### src/rtl/fsg_ram.sv
`timescale 1ns / 1ps
// ----------------------------------------------------------------------------
// fsg_ram
// Generic simple dual-port RAM: one write port, one read port, registered read.
// ----------------------------------------------------------------------------
module fsg_ram #(
   parameter int WIDTH = 8,
   parameter int DEPTH = 16
) (
   input  logic                     clock,
   input  logic                     wr_en,
   input  logic [$clog2(DEPTH)-1:0] wr_addr,
   input  logic [WIDTH-1:0]         wr_data,
   input  logic                     rd_en,
   input  logic [$clog2(DEPTH)-1:0] rd_addr,
   output logic [WIDTH-1:0]         rd_data
);

   logic [WIDTH-1:0] mem_ff [DEPTH];
   logic [WIDTH-1:0] rd_data_ff;

   // Write port.
   always_ff @(posedge clock) begin
      if (wr_en) begin
         mem_ff[wr_addr] <= wr_data;
      end
   end

   // Read port; data holds until the next read.
   always_ff @(posedge clock) begin
      if (rd_en) begin
         rd_data_ff <= mem_ff[rd_addr];
      end
   end

   assign rd_data = rd_data_ff;

endmodule

### config.mk
export PLATFORM = sky130hd
export DESIGN_NAME = fsg_ram
export DESIGN_NICKNAME = d
export VERILOG_FILES = /design/src/rtl/fsg_ram.sv
export SDC_FILE = /design/constraint.sdc
export NUM_CORES = 1
export LEC_CHECK = 0
export ABC_AREA = 1
export BUFFER_PORTS_ARGS = -buffer_cell sky130_fd_sc_hd__buf_2
export CORE_MARGIN = 3
export CORE_UTILIZATION = 50
export CTS_CLUSTER_DIAMETER = 60
export DETAILED_ROUTE_END_ITERATION = 10
export MAX_ROUTING_LAYER = met4
export PLACE_DENSITY = 0.67
export SYNTH_ARGS = -nofsm -noshare
export SYNTH_HDL_FRONTEND = slang
export SYNTH_SLANG_ARGS = --single-unit
### constraint.sdc
create_clock -name clock -period 1.5 [get_ports clock]
set_input_delay 0.075 -clock clock [delete_from_list [all_inputs] [get_ports clock]]
set_output_delay 0.075 -clock clock [all_outputs]
set_load 0.005 [all_outputs]
Yosys cells after proc, flatten, opt, wreduce, memory -nomap -nowiden
Memories as Yosys holds them, arrays and structs flattened. A register that Yosys moved wholly into a read port is not among the register bits. Index checks and enable logic that the tools add are counted. W data, S select, Z words.

Register bits: 0. RAM bits: 128. Output and inout port bits: 8. Memories: 1.

Multiplexer cells: 2.

Memories: mem_ff (words 16, bits a word 8, read ports 1, clocked after memory_dff 1, wr ports 1, line 19) `logic [WIDTH-1:0] mem_ff [DEPTH];`.

Operators by type and width (count): $mux W1 (2).

Logic depth before layout (Yosys ltp)
Gate-level depths: netlist of the first run.

Word-level depth: 2. Gate-level depth with buffers: 8. Mapped depth without buffers: 7.

Worst setup path before layout of the first run
OpenSTA, ideal clock, no wires.

Path type: input to register. Start point: in wr_addr[2]. End point: mem mem_ff[10][0], enable pin. Setup time: 0.370 ns. Arrival: 0.656 ns. Data required time: 1.130 ns. Slack: 0.474 ns. Stages on the path: 2. Path buffers: 0. Cells stage by stage: nand3b_1 nor2_1.

RTL lines: start: declaration (line 12) `input logic [$clog2(DEPTH)-1:0] wr_addr,`; end: declaration (line 19).

No word-level cell before the write port.

==> results of run 1 <==
==> critical path, delay by kind of cell (launching register included) <==
family / cells / cell delay [ns]
simple gates: 6 / 0.50
flops: 1 / 0.37
==> registers in the layout (all words and copies together), names as in the netlist <==
| signal | flops |
|---|---|
| mem_ff | 128 |
| rd_data | 8 |
==> synthesized netlist by cell type <==
master / n / area, sq um
nand2_1: 173 / 649.4
buf_2: 13 / 65.06
inv_2: 2 / 7.510
inv_1: 100 / 375.4
buf_6: 6 / 67.56
buf_1: 1 / 3.750
nor2_1: 17 / 63.81
edfxtp_1: 136 / 4084
buf_4: 4 / 30.03
nand3b_1: 2 / 15.01
nand3_1: 97 / 485.5
==> stage by stage <==
stage               hold slack (ns)  setup slack [ns]
CTS                        0.007149            0.3786
floorplan                    0.1739            0.4742
global placement             0.4331            0.2265
finish                      0.02339            0.3831
global route               0.007707            0.2853
detailed placement           0.4423            0.2308
==> power groups by stage <==
| stage | combinational [mW] | sequential, mW | clock (mW) |
|---|---|---|---|
| after floorplan | 0.300 | 4.38 | 0 |
| after global routing | 0.576 | 4.31 | 4.86 |
| after global placement | 0.512 | 4.38 | 0 |
| after detailed placement | 0.520 | 4.39 | 0 |
| final | 0.519 | 4.31 | 4.63 |
| after CTS | 0.523 | 4.31 | 4.66 |
==> logic make-up (layout without fill, tap and decap cells) <==
logic type,Yosys count,in the layout
buf+inv,126,185
simple gates,289,289
flops,136,136
==> cell type report <==
| class | instances | area share |
|---|---|---|
| well taps | 140 | 0.02555 |
| clock inverters | 14 | 0.03339 |
| inverters | 102 | 0.05584 |
| clock buffers | 18 | 0.06259 |
| repair buffers | 51 | 0.05000 |
| flip-flops and latches | 136 | 0.5956 |
| multi-input cells | 289 | 0.1770 |
==> path summary, 6_finish.rpt <==
check | end | slack [ns] | cells past startpoint
worst min register to register | rd_data[2] | 0.74 | 6
worst min-delay path | rd_data[5] | 0.02 | 1
worst max register to register | rd_data[3] | 0.38 | 6
worst max-delay path | rd_data[3] | 0.38 | 6
==> layer usage <==
layer | up-vias | GRT usage | wire, um
met5 | - | - | 0
met4 | 0 | 0.07838 | 201
met3 | 20 | 0.04598 | 821
met2 | 147 | 0.3275 | 6186
met1 | 1895 | 0.3155 | 6001
li1 | 1874 | - | -
==> metrics.md, run 1 <==
| Metric | Value |
|---|---|
| Outcome | `complete, no violations` |
| Commonest non-fill, non-tap cell in the layout | `nand2_1` |
| Max cap viols | `0` |
| Count of final setup violators | `0` |
| Multi-input logic area | `0.001214 sq mm` |
| Starting density of the core | `0.5255` |
| VDD IR max | `722.5 uV` |
| Via density | `5.248` |
| Fmax | `895.3 MHz` |
| RSZ-0062 raised after global routing | `false` |
| Post CTS Setup Buffer Count | `0` |
| CTS clk-pin slew, worst paths | `0.06 ns` |
| CP endpoint kind | `flip-flop` |
| Vias in the first global route | `3770` |
| Die Area | `0.01303 sq mm` |
| Net Sw Frac | `0.2025` |
| Setup TNS | `0 ns` |
| Util after Layout | `0.6163` |
| Gr usage total | `0.2239` |
| Xor/xnor share of the synthesized area | `0` |
| DR pass1 iterations | `5` |
| Syn nets | `570` |
| Die Wd | `114.1 um` |
| Multiplexer area fraction after synthesis | `0` |
| FF+latch count, synth | `136` |
| Gate power share | `0.055` |
| Reg area | `0.004084 sq mm` |
| Synth Cell Area | `0.005847 sq mm` |
| CTS buffer count | `17` |
| First-pass GRT wire length | `20710 um` |
| Worst Skew | `0.007046 ns` |
| Cell mode on critical path | `nand2_1` |
| Fin. Hold Viols | `0` |
| # H-tree levels | `4` |
| Fraction of layout cells with a size suffix above 1 | `0.1328` |
| CP Launch Point | `mem_ff[10][3]` |
| Syn-to-layout area delta | `17.27%` |
| Pins Over Slew Limit | `0` |
| Total Power | `9.452 mW` |
| Cell count after placement | `718` |
| Clock root buffer master | `clkbuf_16` |
| Final wirelength | `13210 um` |
| DP HPWL | `8258 um` |
| Largest family of logic cells by synthesized area | `simple AND/OR/NAND/NOR gates` |
| Crit path max-delay cell type | `edfxtp_1` |
| Antenna violations before repair | `0` |
| CTS resizes | `0` |
| Remaining DRCs | `0` |
| Post-Layout Inst Area | `0.006857 sq mm` |
| Synth Area in Adders | `0` |
| Most frequent cells in the layout | `173 x nand2_1, 136 x edfxtp_1, 100 x inv_1, 97 x nand3_1, 26 x buf_2` |
| Avg WL per Cell | `17.61 um` |
| Worst flop-to-flop path startpoint | `mem_ff[10][3]` |
| PortBufs | `26` |
| Fillers | `931` |
| Req. time, crit path | `1.67 ns` |
| Sequential cell area fraction in the yosys report | `0.6985` |
| DR vias | `3936` |
| Final min period | `1.117 ns` |
| Post-CTS Hold Buffers | `0` |
| Core area | `0.01113 sq mm` |
| CP peak stage delay | `0.37 ns` |
| Worst min path class | `input pin to flip-flop` |
| Net count, final | `616` |
| # rows | `38` |
| Worst Tran Pin Value | `0.6012 ns` |
| Hold path startpoint | `rd_en` |
| Worst-path fanout max | `1` |
| Internal power | `7.538 mW` |
| Iter 0 DRT Violations | `456` |
| Sequential Power Share | `0.456` |
| Unique cell type count in the Yosys netlist | `11` |
| P_leak | `2.982 nW` |
| Period Utilization, post-route | `0.7446` |
| Syn avg cell area | `10.61 sq um` |
| Largest net degree at the start of global routing | `49` |
| Synth Area in Compound Gates | `0` |
| Pwr/cell area | `1379 mW/mm^2` |
| Ports | `27` |
| Worst-path cell chain | `nand2_1 > nand2_1 > nand2_1 > nand3_1 > nand3_1 > nand2_1` |
| Synth Instances | `551` |
| Simple-gate share of the synthesized area | `0.2076` |
| DP Area | `0.006198 sq mm` |
| Worst-skew pair later-pin latency | `0.42 ns` |
| Sink Count | `136` |
| CTS max path bufs | `2` |
| Synthesis Warnings | `0` |
| Slew Limit Headroom | `0.5986` |
| CTS tree | `done` |
| Die Y | `114.1 um` |
| Fin cells | `750` |
| CP startpoint kind | `flip-flop` |
| Clk network pwr share | `0.489` |
| Crit Path Category | `flip-flop to flip-flop` |
| Final ANT Viol Nets | `0` |
| GRT overflow | `0` |
| Sw Pwr | `1.914 mW` |
| Ant diodes | `0` |
| RePlAce Congestion | `0.8386` |
| Worst Path Arrival | `1.28 ns` |
Note: power is estimated with default switching activity, not from simulation.
==> run 2: changes to the inputs <==
Settings changed: ABC_AREA 1 to 0, PLACE_DENSITY 0.67 to 0.7.
Clock period 1.5 ns to 1 ns, I/O delays scaled along.
==> run 2 against run 1 <==
Net effect: core utilization grew 4.9 points; final area fell by 3.4%; non-clock buffer count is 18 higher; die area decreased by 10%; the flow now finishes with violations (setup timing); critical path type unchanged; first-iteration DRC count is 54% lower; largest power group is now registers; flip-flop and latch count unchanged; wire length is 24% lower.
==> metrics.md, run 2 <==
| Metric | Value |
|---|---|
| Final wirelength | `10030 um (-24%)` |
| Die Area | `0.01172 sq mm (-10%)` |
| # H-tree levels | `4 (unchanged)` |
| P_leak | `2.221 nW (-26%)` |
| Antenna violations before repair | `0 (unchanged)` |
| Max reg flops | `128 (unchanged)` |
| Gr usage total | `0.2006 (-0.02333)` |
| Ant diodes | `0 (unchanged)` |
| Syn nets | `248 (-56%)` |
| Core area | `0.009955 sq mm (-11%)` |
| Synth Cell Area | `0.005228 sq mm (-11%)` |
| Most frequent cell after synthesis | `edfxtp_1` |
| Unique cell type count in the Yosys netlist | `18 (+7)` |
| Cell count after placement | `412 (-43%)` |
| First-pass GRT wire length | `15820 um (-24%)` |
| CTS buffer count | `17 (unchanged)` |
| Fin. Hold Viols | `0 (unchanged)` |
| Fmax | `677.6 MHz (-24%)` |
| Fin cells | `453 (-40%)` |
| Sequential Power Share | `0.488 (+0.032)` |
| Syn-to-layout area delta | `26.69%` |
| Sequential cell area fraction in the yosys report | `0.7812 (+0.08275)` |
| # rows | `36 (-5.3%)` |
| Synth top cells by count | `136 x edfxtp_1, 18 x mux4_2, 16 x a22oi_1` |
| Net count, final | `326 (-47%)` |
| Final setup margin | `-0.4759 ns (-0.8589 ns)` |
| CP top delay family | `multiplexers` |
| Slew Limit Headroom | `0.3787 (-0.2200)` |
| Ports | `27 (unchanged)` |
| Failing checks | `setup timing` |
| Largest Register | `mem_ff` |
| Starting density of the core | `0.5251 (about the same)` |
| Iter 0 DRT Violations | `210 (-54%)` |
| CP startpoint kind | `flip-flop` |
| Vias in the first global route | `2695 (-29%)` |
| DR vias | `2544 (-35%)` |
| Pwr/cell area | `2002 mW/mm^2 (+45%)` |
| VDD IR max | `1125 uV (+56%)` |
| Buffers & Inverters on Critical Path | `0 (unchanged)` |
| Gate power share | `0.055 (about the same)` |
| PortBufs | `26 (unchanged)` |
| Avg WL per Cell | `22.13 um (+26%)` |
| DP HPWL | `6060 um (-27%)` |
| Worst-path fanout max | `1 (unchanged)` |
| Area contributors post-synth | `edfxtp_1 78%, mux4_2 7.8%, mux4_1 7.0%` |
| Clock root buffer master | `clkbuf_8` |
| Synth top area share | `0.7812 (+0.08275)` |
| DR pass1 iterations | `4 (-1)` |
| Sw Pwr | `2.492 mW (+30%)` |
| Post-synth top area cell | `edfxtp_1` |
| Die Wd | `108.3 um (-5.2%)` |
| Sink Count | `136 (unchanged)` |
| Most frequent cells in the layout | `136 x edfxtp_1, 32 x mux4_2, 26 x buf_2, 17 x buf_12, 17 x buf_4` |
| CTS max path bufs | `2 (unchanged)` |
| Fraction of layout cells with a size suffix above 1 | `0.4219 (+0.2891)` |
| Outcome | `complete, but fails checks` |
| Synth Instances | `229 (-58%)` |
| Worst Tran Pin Value | `0.9301 ns (+0.3289 ns)` |
| Largest net degree at the start of global routing | `17 (-65%)` |
| Syn avg cell area | `22.83 sq um (+120%)` |
| Worst Path Arrival | `1.74 ns (+0.46 ns)` |
| Worst-path cell chain | `mux4_2 > a22oi_2 > nand2_1` |
| Internal power | `10.77 mW (+43%)` |
| Clk network pwr share | `0.457 (-0.032)` |
| FF+latch count, synth | `136 (unchanged)` |
| RSZ-0062 raised after global routing | `true` |
| Worst-skew pair later-pin latency | `0.51 ns (+0.09 ns)` |
| Crit Path Category | `flip-flop to flip-flop` |
| Worst min path class | `input pin to flip-flop` |
| GRT overflow | `0 (unchanged)` |
| Ys async rst share | `0 (unchanged)` |
| CTS tree | `done` |
| Worst Skew | `0.008657 ns (+0.001611 ns)` |
| Post-synth EDFFs | `136 (unchanged)` |
| Final ANT Viol Nets | `0 (unchanged)` |
| Main flop type after synthesis | `edfxtp_1` |
| CP peak stage delay | `0.53 ns (+0.16 ns)` |
| DP Area | `0.005932 sq mm (-4.3%)` |
| Die Y | `108.3 um (-5.2%)` |
| Count of final setup violators | `16 (+16)` |
| Commonest non-fill, non-tap cell in the layout | `edfxtp_1` |
| Max cap viols | `0 (unchanged)` |
| Crit path max-delay cell type | `mux4_2` |
| Pins Over Slew Limit | `0 (unchanged)` |
| Via density | `5.616 (+7.0%)` |
| Req. time, crit path | `1.27 ns (-0.40 ns)` |
| Net Sw Frac | `0.1879 (-0.01454)` |
| Period Utilization, post-route | `1.476 (+0.7312)` |
| Post-Layout Inst Area | `0.006623 sq mm (-3.4%)` |
| CP endpoint kind | `flip-flop` |
| Final min period | `1.476 ns (+0.3589 ns)` |
| RePlAce Congestion | `0.7362 (-12%)` |
| Remaining DRCs | `0 (unchanged)` |
| CTS clk-pin slew, worst paths | `0.06 ns (about the same)` |
| Post CTS Setup Buffer Count | `0 (unchanged)` |
| Synthesis Warnings | `0 (unchanged)` |
run 2: changes by cell type in the layout (fill, tap and decap cells not counted), sizes merged, moves of 16 or more:
cell,previous run,this run
a22oi,0,16
nand2,173,9
inv,102,0
nand3,97,1
mux4,0,32
run 2: kinds of logic (layout without fill, tap and decap cells):
logic type      after synthesis  in the layout  synth area share
mux                          32             32            0.1479
flops                       136            136            0.7812
compound gates               16             16           0.02298
simple gates                 35             35           0.03136
buf+inv                      10            101           0.01651
run 2: final cells by class:
class                           instances  area, sq um
Clock buffer                           19        421.7
Clock inverter                         13        158.9
Fill cell                             617         3332
Multi-Input combinational cell         83         1104
Sequential cell                       136         4084
Tap cell                              133        166.4
Timing Repair Buffer                   69        688.2
run 2: worst paths after layout:
| check | startpoint | to | slack [ns] | cells after the start |
|---|---|---|---|---|
| min reg2reg | mem_ff[14][7] | rd_data[7] | 0.75 | 3 |
| max reg2reg | mem_ff[0][7] | rd_data[7] | -0.48 | 3 |
| max | mem_ff[0][7] | rd_data[7] | -0.48 | 3 |
| min | wr_addr[1] | mem_ff[4][5] | 0.12 | 4 |
run 2: repair_timing:
item / CTS / global route
resized for setup: 1 / 3
hold buffers: 9 / 0
endpoints found under the hold margin: 136 / 0
endpoints found under the setup margin: 16 / 16
run 2: layer usage:
metal | up-vias | track usage | wire length [um]
li1 | 1130 | - | -
met5 | - | - | 0
met4 | 0 | 0.06943 | 163
met3 | 15 | 0.05731 | 634
met2 | 105 | 0.3104 | 5089
met1 | 1294 | 0.2590 | 4138
run 2: worst register-to-register path, delay by kind of cell (launching register included):
| kind | cells | cell delay, ns |
|---|---|---|
| compound gates | 1 | 0.20 |
| flops | 1 | 0.43 |
| mux | 1 | 0.53 |
| simple gates | 1 | 0.07 |
run 2: through the flow:
| stage | worst slack [ns] | TNS, ns | power (mW) | util | hold WS (ns) |
|---|---|---|---|---|---|
| after floorplan | -0.2664 | -4.380 | 6.937 | - | 0.1489 |
| after global placement | -0.6444 | -29.47 | 7.261 | 0.5959 | 0.4363 |
| after detailed placement | -0.6329 | -30.85 | 7.278 | 0.5959 | 0.4446 |
| after CTS | -0.4807 | -4.416 | 13.34 | 0.6638 | 0.1047 |
| after global routing | -0.5049 | -4.730 | 13.67 | 0.6653 | 0.1258 |
| final | -0.4759 | -3.913 | 13.26 | 0.6653 | 0.1197 |
run 2: power groups by stage:
stage / combinational (mW) / sequential (mW) / clock, mW
CTS: 0.740 / 6.47 / 6.14
finish: 0.736 / 6.46 / 6.06
detailed placement: 0.701 / 6.58 / 0
global route: 0.800 / 6.47 / 6.40
global placement: 0.687 / 6.57 / 0
floorplan: 0.369 / 6.57 / 0
==> run 3: changes to the inputs <==
Settings changed: PLACE_DENSITY 0.7 to 0.71.
==> run 3 against run 2 <==
Net effect: the flow still finishes with violations (setup timing); via count down 0.83%; critical path depth unchanged; worst hold slack better by 0.014 ns; setup slack better by 0.024 ns; die area unchanged; clock skew down 0.0017 ns; core utilization up 0.34 points; first-iteration DRC count up 28%.
==> metrics.md, run 3 (synthesis gave the netlist of run 2 again) <==
| Metric | Value |
|---|---|
| Sink Count | `136 (unchanged)` |
| Final setup margin | `-0.4519 ns (+0.02390 ns)` |
| Hold EP | `mem_ff[0][7]` |
| Via density | `5.619 (about the same)` |
| Outcome | `complete, but fails checks` |
| CTS max path bufs | `2 (unchanged)` |
| Clock root buffer master | `clkbuf_8` |
| Period Utilization, post-route | `1.452 (-0.02390)` |
| Commonest non-fill, non-tap cell in the layout | `edfxtp_1` |
| Worst Path Arrival | `1.70 ns (-0.04 ns)` |
| Final ANT Viol Nets | `0 (unchanged)` |
| Crit Path Category | `flip-flop to flip-flop` |
| Pwr/cell area | `2036 mW/mm^2 (+1.7%)` |
| Worst Skew | `0.006948 ns (-0.001709 ns)` |
| CTS clk-pin slew, worst paths | `0.06 ns (about the same)` |
| CTS tree | `done` |
| Max reg flops | `128 (unchanged)` |
| Vias in the first global route | `2674 (-0.78%)` |
| Req. time, crit path | `1.25 ns (-0.02 ns)` |
| Final wirelength | `9985 um (-0.40%)` |
| Fin. Hold Viols | `0 (unchanged)` |
| Worst flop-to-flop path startpoint | `mem_ff[8][4]` |
| Gr usage total | `0.1977 (-0.002868)` |
| Die Wd | `108.3 um (unchanged)` |
| Largest Register | `mem_ff` |
| Failing checks | `setup timing` |
| GRT overflow | `0 (unchanged)` |
| CP startpoint kind | `flip-flop` |
| Max cap viols | `0 (unchanged)` |
| Worst Hold Depth | `4 (unchanged)` |
| DP HPWL | `6412 um (+5.8%)` |
| VDD IR max | `998.8 uV (-11%)` |
| Count of final setup violators | `16 (unchanged)` |
| Remaining DRCs | `0 (unchanged)` |
| Hold path startpoint | `wr_addr[3]` |
| DR vias | `2523 (-0.83%)` |
| Antenna violations before repair | `0 (unchanged)` |
| Util after Layout | `0.6687 (+0.003394)` |
| Path depth of the worst reg2reg path | `3 (unchanged)` |
| Ant diodes | `0 (unchanged)` |
| Syn-to-layout area delta | `27.33%` |
| Pins Over Slew Limit | `0 (unchanged)` |
| Largest net degree at the start of global routing | `17 (unchanged)` |
| CTS buffer count | `17 (unchanged)` |
| P_leak | `2.218 nW (-0.12%)` |
| Final min period | `1.452 ns (-0.02390 ns)` |
| Die Area | `0.01172 sq mm (unchanged)` |
| Post CTS Setup Buffer Count | `0 (unchanged)` |
| Starting density of the core | `0.5251 (unchanged)` |
| Total Power | `13.55 mW (+2.2%)` |
| Core area | `0.009955 sq mm (unchanged)` |
| Worst-path fanout max | `1 (unchanged)` |
| RePlAce Congestion | `0.7570 (+2.8%)` |
| First-pass GRT wire length | `15660 um (-1.0%)` |
| Die Y | `108.3 um (unchanged)` |
| Ports | `27 (unchanged)` |
| Slew Limit Headroom | `0.3805 (+0.001808)` |
| R2R Setup Slk | `-0.45 ns (+0.02 ns)` |
| PortBufs | `26 (unchanged)` |
| Worst Tran Pin Value | `0.9259 ns (-0.004218 ns)` |
| Fillers | `620 (+0.49%)` |
| DR pass1 iterations | `4 (unchanged)` |
| # H-tree levels | `4 (unchanged)` |
| Iter 0 DRT Violations | `268 (+28%)` |
| CP endpoint kind | `flip-flop` |
| Fmax | `688.7 MHz (+1.6%)` |
| Avg WL per Cell | `22.24 um (+0.49%)` |
| Most frequent cells in the layout | `136 x edfxtp_1, 32 x mux4_2, 26 x buf_2, 17 x buf_12, 16 x clkbuf_16` |
| Setup TNS | `-3.877 ns (+0.03550 ns)` |
| Fraction of layout cells with a size suffix above 1 | `0.4525 (+0.03066)` |
| RSZ-0062 raised after global routing | `true` |
| Crit Reg-Reg Endpoint | `rd_data[4]` |
| Worst min path class | `input pin to flip-flop` |
| Worst-skew pair later-pin latency | `0.51 ns (about the same)` |
| Net count, final | `323 (-0.92%)` |
| # rows | `36 (unchanged)` |
-- run 3: layout make-up --
cell class,instances,area (sq um),share of cell area
flip-flops and latches,136,4084,0.6135
clock buffers,17,414.1,0.06222
repair buffers,66,665.6,0.1000
well taps,133,166.4,0.02500
multi-input cells,83,1129,0.1695
clock inverters,14,197.7,0.02970
-- run 3: timing repair --
action,4_1_cts,5_1_grt
gates resized for setup,7,2
pin swaps,3,4
endpoints found under the hold margin,136,0
hold buffers,9,0
setup endpoints to repair,16,16
-- run 3: through the flow --
stage / hold slack, ns / cell area, sq um / cells / setup WS [ns]
2_1_floorplan: 0.1489 / 5283 / 229 / -0.2664
3_3_place_gp: 0.4293 / 5909 / 409 / -0.5554
3_5_place_dp: 0.4400 / 5909 / 409 / -0.5491
4_1_cts: 0.1178 / 6646 / 449 / -0.4401
5_1_grt: 0.1219 / 6656 / 449 / -0.4998
6_report: 0.1333 / 6656 / 449 / -0.4519
-- run 3: report_power, final --
group | switching, mW | internal (mW) | total [mW]
Clock | 2.29 | 4.06 | 6.34
Sequential | 0.0421 | 6.42 | 6.47
Combinational | 0.382 | 0.363 | 0.745
-- run 3: worst max path at each step --
stage | startpoint | depth (start not counted) | slack [ns] | endpoint
after floorplan | mem_ff[3][0] | 3 | -0.27 | rd_data[0]
after global placement | rd_addr[0] | 5 | -0.56 | rd_data[5]
after detailed placement | rd_addr[0] | 5 | -0.55 | rd_data[5]
after CTS | mem_ff[8][4] | 3 | -0.44 | rd_data[4]
after global routing | mem_ff[3][2] | 3 | -0.50 | rd_data[2]
final | mem_ff[8][4] | 3 | -0.45 | rd_data[4]
-- run 3: critical path, cell delays in order (launching register included) --
cell,delay (ns)
edfxtp_1,0.38
mux4_2,0.49
a22oi_2,0.22
nand2_1,0.11
-- run 3: metal layers --
metal	global-route usage	up-vias	part of all wire
met4	0.06402	0	0.0070
met3	0.04716	6	0.077
met2	0.3108	110	0.53
li1	-	1116	-
met1	0.2597	1291	0.39
met5	-	-	0
